<file path="src/hw/rtl/hcr_pkg.sv">
// Shared types and constants of the Harris corner response block.
package hcr_pkg;

    // Default size limits of the line memories.
    localparam int DEFAULT_MAX_WIDTH  = 1024;
    localparam int DEFAULT_MAX_HEIGHT = 4096;

    // Configuration register indexes.
    localparam logic [1:0] CFG_FRAME_WIDTH  = 2'd0;
    localparam logic [1:0] CFG_FRAME_HEIGHT = 2'd1;
    localparam logic [1:0] CFG_KAPPA        = 2'd2;

    // Register widths and reset values.
    localparam int FW_W    = 11;
    localparam int FH_W    = 13;
    localparam int KAPPA_W = 16;
    localparam int CFG_W   = 16;
    localparam logic [FW_W-1:0]    FW_RESET    = 11'd640;
    localparam logic [FH_W-1:0]    FH_RESET    = 13'd480;
    localparam logic [KAPPA_W-1:0] KAPPA_RESET = 16'd2621;

    // Datapath widths.
    localparam int PIX_W  = 8;
    localparam int GRAD_W = 11;
    localparam int PROD_W = 21;
    localparam int SUM_W  = 26;
    localparam int RESP_W = 50;

    // Luma weights, scaled by 256.
    localparam logic [7:0] LUMA_R = 8'd77;
    localparam logic [7:0] LUMA_G = 8'd150;
    localparam logic [7:0] LUMA_B = 8'd29;

    // First row and column that produce a response.
    localparam int FIRST_VALID = 4;

    // Commands from the controller to the datapath.
    typedef struct packed {
        logic clear;
        logic load;
        logic gray_step;
        logic grad_step;
        logic prod_step;
        logic win_step;
        logic sum_step;
        logic mul_step;
        logic fin_step;
        logic out_load;
        logic last;
    } hcr_cmd_t;

    // Status from the datapath to the controller.
    typedef struct packed {
        logic out_free;
    } hcr_status_t;

endpackage

</file>
<file path="src/hw/rtl/hcr_controller.sv">
// Sequencing state machine and frame position counters.
module hcr_controller #(
    parameter int MAX_WIDTH  = hcr_pkg::DEFAULT_MAX_WIDTH,
    parameter int MAX_HEIGHT = hcr_pkg::DEFAULT_MAX_HEIGHT
) (
    input  logic                       clk,
    input  logic                       rst_n,
    input  logic                       in_valid,
    input  logic                       frame_start,
    output logic                       in_ready,
    input  logic [hcr_pkg::FW_W-1:0]   frame_width,
    input  logic [hcr_pkg::FH_W-1:0]   frame_height,
    input  hcr_pkg::hcr_status_t       status,
    output hcr_pkg::hcr_cmd_t          cmd,
    output logic [$clog2(MAX_WIDTH)-1:0] col_addr
);
    localparam int CW = $clog2(MAX_WIDTH);
    localparam int RW = $clog2(MAX_HEIGHT);
    localparam int WW = (CW + 1 > hcr_pkg::FW_W) ? CW + 1 : hcr_pkg::FW_W;
    localparam int HW = (RW + 1 > hcr_pkg::FH_W) ? RW + 1 : hcr_pkg::FH_W;

    typedef enum logic [9:0] {
        ST_CLEAR = 10'b0000000001,
        ST_IDLE  = 10'b0000000010,
        ST_GRAY  = 10'b0000000100,
        ST_GRAD  = 10'b0000001000,
        ST_PROD  = 10'b0000010000,
        ST_WIN   = 10'b0000100000,
        ST_SUM   = 10'b0001000000,
        ST_MUL   = 10'b0010000000,
        ST_FIN   = 10'b0100000000,
        ST_OUT   = 10'b1000000000
    } state_t;

    state_t          state_reg, state_next;
    logic [CW-1:0]   col_reg, col_next;
    logic [RW-1:0]   row_reg, row_next;
    logic [CW-1:0]   cur_col_reg;
    logic [CW-1:0]   clear_reg;
    logic            result_reg, last_reg;
    logic [WW-1:0]   ew, fw_ext, col_cur, col_inc;
    logic [HW-1:0]   eh, fh_ext, row_cur, row_inc;
    logic            accept;

    // Effective frame size, clamped to one and to the memory limits.
    always_comb
    begin
        fw_ext = WW'(frame_width);
        fh_ext = HW'(frame_height);
        if (frame_width == '0)
            ew = WW'(1);
        else if (fw_ext > WW'(MAX_WIDTH))
            ew = WW'(MAX_WIDTH);
        else
            ew = fw_ext;
        if (frame_height == '0)
            eh = HW'(1);
        else if (fh_ext > HW'(MAX_HEIGHT))
            eh = HW'(MAX_HEIGHT);
        else
            eh = fh_ext;
    end

    // Position of the incoming pixel and of the one after it.
    always_comb
    begin
        col_cur = frame_start ? '0 : WW'(col_reg);
        row_cur = frame_start ? '0 : HW'(row_reg);
        if (col_cur >= ew)
            col_cur = '0;
        if (row_cur >= eh)
            row_cur = '0;
        col_inc = col_cur + WW'(1);
        row_inc = row_cur + HW'(1);
        col_next = CW'(col_inc);
        row_next = RW'(row_cur);
        if (col_inc >= ew)
        begin
            col_next = '0;
            row_next = (row_inc >= eh) ? '0 : RW'(row_inc);
        end
    end

    // The clearing pass after reset walks every line memory address.
    assign in_ready = (state_reg == ST_IDLE);
    assign accept   = in_valid && in_ready;
    assign col_addr = (state_reg == ST_CLEAR) ? clear_reg
                    : (accept ? CW'(col_cur) : cur_col_reg);

    // Next state.
    always_comb
    begin
        state_next = state_reg;
        case (state_reg)
            ST_CLEAR: if (clear_reg == CW'(MAX_WIDTH - 1)) state_next = ST_IDLE;
            ST_IDLE:  if (in_valid) state_next = ST_GRAY;
            ST_GRAY:  state_next = ST_GRAD;
            ST_GRAD:  state_next = ST_PROD;
            ST_PROD:  state_next = ST_WIN;
            ST_WIN:   state_next = result_reg ? ST_SUM : ST_IDLE;
            ST_SUM:   state_next = ST_MUL;
            ST_MUL:   state_next = ST_FIN;
            ST_FIN:   state_next = ST_OUT;
            ST_OUT:   if (status.out_free) state_next = ST_IDLE;
            default:  state_next = ST_IDLE;
        endcase
    end

    // Commands to the datapath.
    always_comb
    begin
        cmd           = '0;
        cmd.clear     = (state_reg == ST_CLEAR);
        cmd.load      = accept;
        cmd.gray_step = (state_reg == ST_GRAY);
        cmd.grad_step = (state_reg == ST_GRAD);
        cmd.prod_step = (state_reg == ST_PROD);
        cmd.win_step  = (state_reg == ST_WIN);
        cmd.sum_step  = (state_reg == ST_SUM);
        cmd.mul_step  = (state_reg == ST_MUL);
        cmd.fin_step  = (state_reg == ST_FIN);
        cmd.out_load  = (state_reg == ST_OUT) && status.out_free;
        cmd.last      = last_reg;
    end

    // State and position registers.
    always_ff @(posedge clk or negedge rst_n)
    begin
        if (!rst_n)
        begin
            state_reg   <= ST_CLEAR;
            col_reg     <= '0;
            row_reg     <= '0;
            cur_col_reg <= '0;
            clear_reg   <= '0;
            result_reg  <= 1'b0;
            last_reg    <= 1'b0;
        end
        else
        begin
            state_reg <= state_next;
            if (state_reg == ST_CLEAR)
                clear_reg <= clear_reg + CW'(1);
            if (accept)
            begin
                col_reg     <= col_next;
                row_reg     <= row_next;
                cur_col_reg <= CW'(col_cur);
                result_reg  <= (row_cur >= HW'(hcr_pkg::FIRST_VALID))
                            && (col_cur >= WW'(hcr_pkg::FIRST_VALID));
                last_reg    <= (row_cur == eh - HW'(1)) && (col_cur == ew - WW'(1));
            end
        end
    end
endmodule

</file>
<file path="config.mk">
export PLATFORM = sky130hd
export DESIGN_NAME = hcr_controller
export DESIGN_NICKNAME = d
export VERILOG_FILES = /design/src/hw/rtl/hcr_pkg.sv /design/src/hw/rtl/hcr_controller.sv
export SDC_FILE = /design/constraint.sdc
export NUM_CORES = 1
export LEC_CHECK = 0
export BUFFER_PORTS_ARGS = -buffer_cell sky130_fd_sc_hd__buf_2
export CAP_MARGIN = 20
export CORE_ASPECT_RATIO = 0.5
export CORE_MARGIN = 10
export CORE_UTILIZATION = 65
export CTS_BUF_LIST = sky130_fd_sc_hd__clkbuf_8
export CTS_CLUSTER_DIAMETER = 100
export DETAILED_ROUTE_END_ITERATION = 7
export PLACE_DENSITY = 0.95
export SKIP_LAST_GASP = 1
export SLEW_MARGIN = 0
export SYNTH_ARGS = -nofsm -noshare
export SYNTH_HDL_FRONTEND = slang
export SYNTH_SLANG_ARGS = --single-unit
</file>
<file path="constraint.sdc">
create_clock -name clk -period 12.8 [get_ports clk]
set_input_delay 1.92 -clock clk [delete_from_list [all_inputs] [get_ports clk]]
set_output_delay 1.92 -clock clk [all_outputs]
set_load 0.005 [all_outputs]
</file>
==> results of run 1 <==
[layer usage]
layer / up-vias / GRT usage [%] / wire (microns)
met5: - / 0 / 0
met4: 0 / 6.89 / 376
met3: 38 / 4.22 / 1210
met2: 254 / 36.6 / 6510
met1: 2414 / 29.3 / 6040
li1: 2458 / - / -
[power by group]
group / internal [W] / switching [W] / total (W)
sequential: 0.000188 / 0.0000248 / 0.000213
clock: 0.0000407 / 0.0000645 / 0.000105
combinational: 0.0000897 / 0.000142 / 0.000232
[critical path: stages]
cell	delay, ns
buf_2	0.15
nor4_2	0.48
and3_1	0.29
a21oi_1	0.08
or2_2	0.29
inv_1	0.09
ha_1	0.23
nor2_1	0.11
a21oi_1	0.08
o41ai_2	0.32
nand3_1	0.25
nor2_1	0.33
nand2_1	0.09
inv_1	0.09
ha_1	0.23
nand3_1	0.13
nor2_1	0.21
and3_1	0.24
nand3_1	0.11
xor2_1	0.15
nor2_1	0.08
ha_1	0.34
nand4_1	0.09
a211o_1	0.27
a31oi_1	0.22
nor2_1	0.15
and3_1	0.30
a22o_1	0.21
[area by class of cell]
class                           instances  area share (%)
Inverter                               23            1.54
Timing Repair Buffer                   53            4.85
Sequential cell                        54            24.1
Clock buffer                            5            1.22
Tap cell                              112            2.49
Clock inverter                          3           0.512
Multi-Input combinational cell        554            65.3
[worst max path at each step]
stage / startpoint / endpoint / depth (start not counted) / slack [ns]
2_1_floorplan: frame_height[8] / row_reg[10] / 28 / 6.15
5_1_grt: frame_height[8] / row_reg[8] / 28 / 5.05
3_5_place_dp: frame_height[8] / row_reg[11] / 28 / 5.23
6_report: frame_height[8] / row_reg[11] / 28 / 5.49
4_1_cts: frame_height[8] / row_reg[11] / 28 / 5.55
3_3_place_gp: frame_height[8] / row_reg[8] / 28 / 5.48
[cell families (layout without fill, tap and decap cells)]
family / count (synthesis) / in the layout / share of synthesized area, %
buffers and inverters: 56 / 84 / 4.56
muxes: 10 / 10 / 2.07
AOI/OAI and AO/OA: 146 / 146 / 18.8
and+or+nand+nor: 310 / 310 / 30.6
DFF: 54 / 54 / 25.7
adders and majority gates: 51 / 51 / 12.1
xor gates and xnor gates: 37 / 37 / 6.16
[metrics by stage]
stage | utilization (%) | hold WS (ns) | instance area, sq um
5_1_grt | 70.8 | 0.516 | 5620
2_1_floorplan | - | 0.429 | 5260
6_report | 70.8 | 0.489 | 5620
3_5_place_dp | 69.5 | 0.464 | 5520
4_1_cts | 70.8 | 0.489 | 5620
3_3_place_gp | 69.5 | 0.444 | 5520
[cell usage in the layout (no fill, tap or decap), drive strengths merged, types with 10 or more instances in the layout]
cell,synthesis,routed
ha,51,51
inv,23,24
a21oi,22,22
xor2,18,18
nand2,90,90
nor3,19,19
nor2b,21,21
nor4,16,16
xnor2,19,19
o21ai,44,44
nor2,66,66
dfrtp,53,53
buf,9,53
nand3,27,27
nand2b,16,16
nand4,11,11
a22o,10,10
==> results.md, run 1 <==
- Final #Nets: 771
- Starting density of the core: 66.3%
- Overall Global Routing Usage: 22.4%
- CTS Root Cell: clkbuf_8
- Initial antenna violation count: 0
- Max-slew headroom: 36.6%
- Max reg flops: 12
- Pwr Total: 0.000550 W
- DRT antenna net count: 0
- Syn_nets: 744
- Place WS: about 5.2 ns
- Number of synthesized flops with an enable pin: 0
- Global-route wire length before repair: roughly 24000 microns
- Tmin final: 7.31 ns
- Layout fillers: about 630
- P_leak: 2.67 nW
- Postcts setup bufs: 0
- Distinct cells, synth: slightly above 70
- I/O pin total: 51
- Clock Latency Late Sink: 0.33 ns
- Drt pass-1 iters: 5
- Post-CTS Resized: 0
- Crit path max fanout: 8
- Top-area cell type share of the netlist area: about 25%
- Initial DRC count: 523
- Core area: ~0.0079 sq mm
- Gpl congestion: 0.987
- Syn-to-layout area delta: 6.77%
- Final setup fails: 0
- Reg2reg path depth: 22
- Post-synthesis sequential area ratio: 25.7%
- Netlist Area Pre-Place: 0.00526 sq mm
- Sequential cell area: 0.00135 sq mm
- Drt total wl: 14100 microns
- RR Startpoint: col_reg[9]
- Placed insts: slightly below 800
- # clock sinks: 54
- PwrDens: 97.8 mW/mm^2
- Kind of critical path: primary input to flip-flop
- Final TNS setup: 0 ns
- Max-cap violations: 0
- Commonest cells in the netlist: nand2_1, nor2_1, dfrtp_1
- Syn Area/Cell: 7.93 sq um
- Hold Path Class: flip-flop to flip-flop
- Synthesized flop and latch total: 54
- Largest net degree at the start of global routing: 55
- Multi-input logic area: between 0.003 and 0.004 sq mm
- Final worst slack: 5.49 ns
- GRT overflow: 0
- Max Clock Skew: between 0.01 and 0.015 ns
- Post-synth ARST share: between 90% and 100%
- Residual DRC: 0
- Ys flop type: dfrtp_1
- Final slew viol count: 0
- Hold_sp: cur_col_reg[4]
- Slew at the pin closest to its max-slew limit: 0.946 ns
- Die area: 0.0123 sq mm
- Synth Instances: 664
- Worst Hold Depth: 2
- Hold Path End: cur_col_reg[4]
- CTS hold repair buffers: 0
- Vias in the first global route: 4899
- H-tree levels: 2
- Max Fclk: 0.137 GHz
- Diodes inserted: 0
- Critical Path AT: 7.53 ns
- RSZ-0062 raised after global routing: false
- Reg2reg end: row_reg[4]
- Synth Warn #: 0
- Tcrit/Tclk final: 57.1%
- Inserted Clock Buffers: 5
- Final Instance Count excl. Fillers: between 800 and 900
- Clk slew on worst S/H paths: 0.10 ns
- Die width: 147 microns
- CTS max path bufs: 2
- Vias after detailed routing: 5164
- Final hold viol count: 0
- Peak supply drop: 65.1 uV
- # port buffers: 50
- R2R setup slack: 7.23 ns
- Count leader, synth: nand2_1
- CTS tree: yes
- Critical Path Start Type: primary input
- Layout cell share with drive strength beyond 1: 12.7%
- Synth area leader: dfrtp_1
- Worst path required time: 13.02 ns
- Hpwl dp: between 10000 and 15000 microns
- Die Y-Extent: 83.6 microns
- Via/cell ratio: 6.42
- Worst Setup End Kind: flip-flop
- Area contributors post-synth: dfrtp_1, ha_1, nand2_1, nor2_1, o21ai_0
- WL/cell: roughly 18 microns
- Status: complete, no violations
- Site Rows: 23
Note: power is estimated with default switching activity, not from simulation.
==> inputs of run 2 (changes only) <==
--- a/config.mk
+++ b/config.mk
@@ -5,15 +5,16 @@
 export SDC_FILE = /design/constraint.sdc
 export NUM_CORES = 1
 export LEC_CHECK = 0
+export ABC_AREA = 1
 export BUFFER_PORTS_ARGS = -buffer_cell sky130_fd_sc_hd__buf_2
 export CAP_MARGIN = 20
 export CORE_ASPECT_RATIO = 0.5
 export CORE_MARGIN = 10
-export CORE_UTILIZATION = 65
+export CORE_UTILIZATION = 57
 export CTS_BUF_LIST = sky130_fd_sc_hd__clkbuf_8
 export CTS_CLUSTER_DIAMETER = 100
 export DETAILED_ROUTE_END_ITERATION = 7
-export PLACE_DENSITY = 0.95
+export PLACE_DENSITY = 0.92
 export SKIP_LAST_GASP = 1
 export SLEW_MARGIN = 0
 export SYNTH_ARGS = -nofsm -noshare
==> constraint.sdc (replaced) <==
create_clock -name clk -period 6.14 [get_ports clk]
set_input_delay 0.921 -clock clk [delete_from_list [all_inputs] [get_ports clk]]
set_output_delay 0.921 -clock clk [all_outputs]
set_load 0.005 [all_outputs]
==> results.md, run 2 <==
- Status: complete, no violations
- Max-cap violations: 0 (unchanged)
- Final TNS setup: 0 ns (unchanged)
- Critical Path AT: 5.89 ns (-1.64 ns)
- Diodes inserted: 0 (unchanged)
- WL/cell: 16.3 microns (-7.1%)
- Hold Path Class: flip-flop to flip-flop
- PwrDens: 245 mW/mm^2 (+150%)
- Die width: 161 microns (+9.1%)
- R2R setup slack: 1.41 ns (-5.82 ns)
- Overall Global Routing Usage: 23.2% (+0.74 points)
- Peak supply drop: 125 uV (+92%)
- Clk slew on worst S/H paths: 0.10 ns (about the same)
- Initial DRC count: 713 (+36%)
- Area contributors post-synth: dfrtp_1, nand2_1, ha_1, inv_1, nor2_1
- H-tree levels: 2 (unchanged)
- Final slew viol count: 0 (unchanged)
- Number of synthesized flops with an enable pin: 0 (unchanged)
- Clock Latency Late Sink: 0.31 ns (-0.02 ns)
- Final #Nets: 1017 (+32%)
- Slowest Stage Delay on Critical Path: 0.37 ns (-0.11 ns)
- Netlist Area Pre-Place: 0.00564 sq mm (+7.2%)
- Drt total wl: 17500 microns (+24%)
- CTS Root Cell: clkbuf_8
- Slowest-stage cell, CP: a31oi_2
- Gpl congestion: 1.05 (+6.0%)
- GRT overflow: 0 (unchanged)
- Place WS: -0.123 ns (-5.35 ns)
- Starting density of the core: 59.1% (-7.1 points)
- Layout fillers: 864 (+36%)
- # clock sinks: 54 (unchanged)
- Initial antenna violation count: 0 (unchanged)
- Syn Area/Cell: 6.43 sq um (-19%)
- # port buffers: 50 (unchanged)
- Residual DRC: 0 (unchanged)
- Syn_nets: 958 (+29%)
- Critical Path Start Type: primary input
- Syn-to-layout area delta: 10.5%
- Crit path max fanout: 14 (+6)
- Via/cell ratio: 5.79 (-9.8%)
- P_leak: 3.48 nW (+30%)
- Most used cell, CP: nand2_1
- Synthesized flop and latch total: 54 (unchanged)
- Core area: 0.00954 sq mm (+20%)
- Max Fclk: 0.176 GHz
- Placed insts: 1061 (+33%)
- Hpwl dp: 14000 microns (+26%)
- Post-synth ARST share: 100% (unchanged)
- Post-synthesis sequential area ratio: 24.0% (-1.7 points)
- Die area: 0.0145 sq mm (+18%)
- Worst Path Buf+Inv: 8 (+5)
- Synth Instances: 878 (+32%)
- Layout cell share with drive strength beyond 1: 12.7% (-0.030 points)
- Most frequent cells in the layout: nand2_1, inv_1, nor2_1, nand3_1, dfrtp_1
- Drt pass-1 iters: 5 (unchanged)
- I/O pin total: 51 (unchanged)
- Final Instance Count excl. Fillers: 1073 (+33%)
- Tcrit/Tclk final: 92.7%
- Kind of critical path: primary input to flip-flop
- Final setup fails: 0 (unchanged)
- Worst path required time: 6.34 ns (-6.68 ns)
- Synth area leader: dfrtp_1
- Worst Setup End Kind: flip-flop
- Count leader, synth: nand2_1
- Largest net degree at the start of global routing: 55 (unchanged)
- Slew at the pin closest to its max-slew limit: 0.880 ns (-0.0666 ns)
- DRT antenna net count: 0 (unchanged)
- Vias in the first global route: 5746 (+17%)
- Final worst slack: 0.450 ns (-5.04 ns)
- Tmin final: 5.69 ns
- Commonest cells in the netlist: nand2_1, inv_1, nor2_1
- CTS max path bufs: 2 (unchanged)
- Cell family with most CP delay: simple AND/OR/NAND/NOR gates
- Die Y-Extent: 90.4 microns (+8.0%)
- CTS tree: yes
- Final hold viol count: 0 (unchanged)
- Vias after detailed routing: 6216 (+20%)
- Inserted Clock Buffers: 5 (unchanged)
- WHS: 0.470 ns (-0.0190 ns)
- Distinct cells, synth: 47 (-34%)
- Ys flop type: dfrtp_1
- Global-route wire length before repair: 28400 microns (+20%)
- Site Rows: 25 (+8.7%)
- Max reg flops: 12 (unchanged)
- Top-area cell type share of the netlist area: 23.5% (-1.7 points)
- Synth Warn #: 0 (unchanged)
- Max Clock Skew: 0.00497 ns (-0.00546 ns)
- Most common cell after layout, fill and taps aside: nand2_1
- Max-slew headroom: 41.2% (+4.6 points)
[run 2: cell types whose count changed after synthesis, moves of 9 or more]
cell	previous run	this run
nand2_1	90	241
inv_1	23	124
nor2_1	66	105
nand3_1	27	62
nor2b_1	21	0
clkbuf_1	24	8
nand2b_1	16	0
xnor2_1	19	3
nand4_1	11	23
o21ai_0	37	48
a22o_1	10	1
nand2_2	0	9
[run 2: final timing paths]
kind	cells after the start	from	to
max	33	frame_width[3]	row_reg[1]
min	1	clear_reg[2]	clear_reg[2]
max in group asynchronous	2	rst_n	clear_reg[2]
min in group asynchronous	2	rst_n	state_reg[8]
max reg2reg	29	col_reg[2]	row_reg[1]
min reg2reg	1	clear_reg[2]	clear_reg[2]
[run 2: final cells by class]
| type | instances | area, sq um | area share [%] |
|---|---|---|---|
| inverter | 134 | 507 | 8.13 |
| timing repair inverter | 1 | 7.51 | 0.120 |
| timing repair buffer | 65 | 360 | 5.78 |
| sequential | 54 | 1350 | 21.7 |
| clock buffer | 5 | 68.8 | 1.10 |
| clock inverter | 3 | 40.0 | 0.642 |
| multi-input combinational | 676 | 3730 | 59.8 |
| tap | 135 | 169 | 2.71 |
[run 2: worst register-to-register path: cells and delay by family (launching register included)]
kind	cells	cell delay [ns]
AOI/OAI and AO/OA	5	1.01
adders and majority gates	3	0.83
buffers and inverters	7	0.60
DFF	1	0.34
and+or+nand+nor	14	1.86
[run 2: through the flow]
step / util (%) / power, W / cell area [sq um]
6_report: 65.3 / 0.00153 / 6230
5_1_grt: 65.3 / 0.00165 / 6230
4_1_cts: 64.8 / 0.00148 / 6180
3_5_place_dp: 63.7 / 0.00124 / 6070
3_3_place_gp: 63.7 / 0.00122 / 6070
2_1_floorplan: - / 0.000996 / 5640
[run 2: what timing repair did]
action                                  CTS  global route
endpoints found under the hold margin     0             0
hold buffers                              0             0
setup buffers                             0             3
gates resized for setup                   0             8
endpoints found under the setup margin    0            22
[run 2: power breakdown]
part           switching, W  internal [W]  total (W)
registers         0.0000341      0.000425   0.000459
logic              0.000556      0.000273   0.000829
clock network      0.000119      0.000120   0.000239
total              0.000709      0.000818    0.00153
[run 2: logic make-up after synthesis]
group           count (synthesis)  synth area share (%)
compound gates                107                  11.0
xor+xnor                       23                  3.57
fa+ha+maj                      51                  11.3
buf+inv                       148                  10.3
flops                          54                  24.0
simple gates                  495                  39.8
[run 2: per-layer routing]
layer	vias to the layer above	part of all wire (%)	global-route usage (%)	wire length, microns
met1	2804	43	31.2	7510
li1	2980	-	-	-
met5	-	0	0	0
met4	0	2.8	7.15	492
met2	376	44	36.6	7740
met3	56	10	4.28	1780
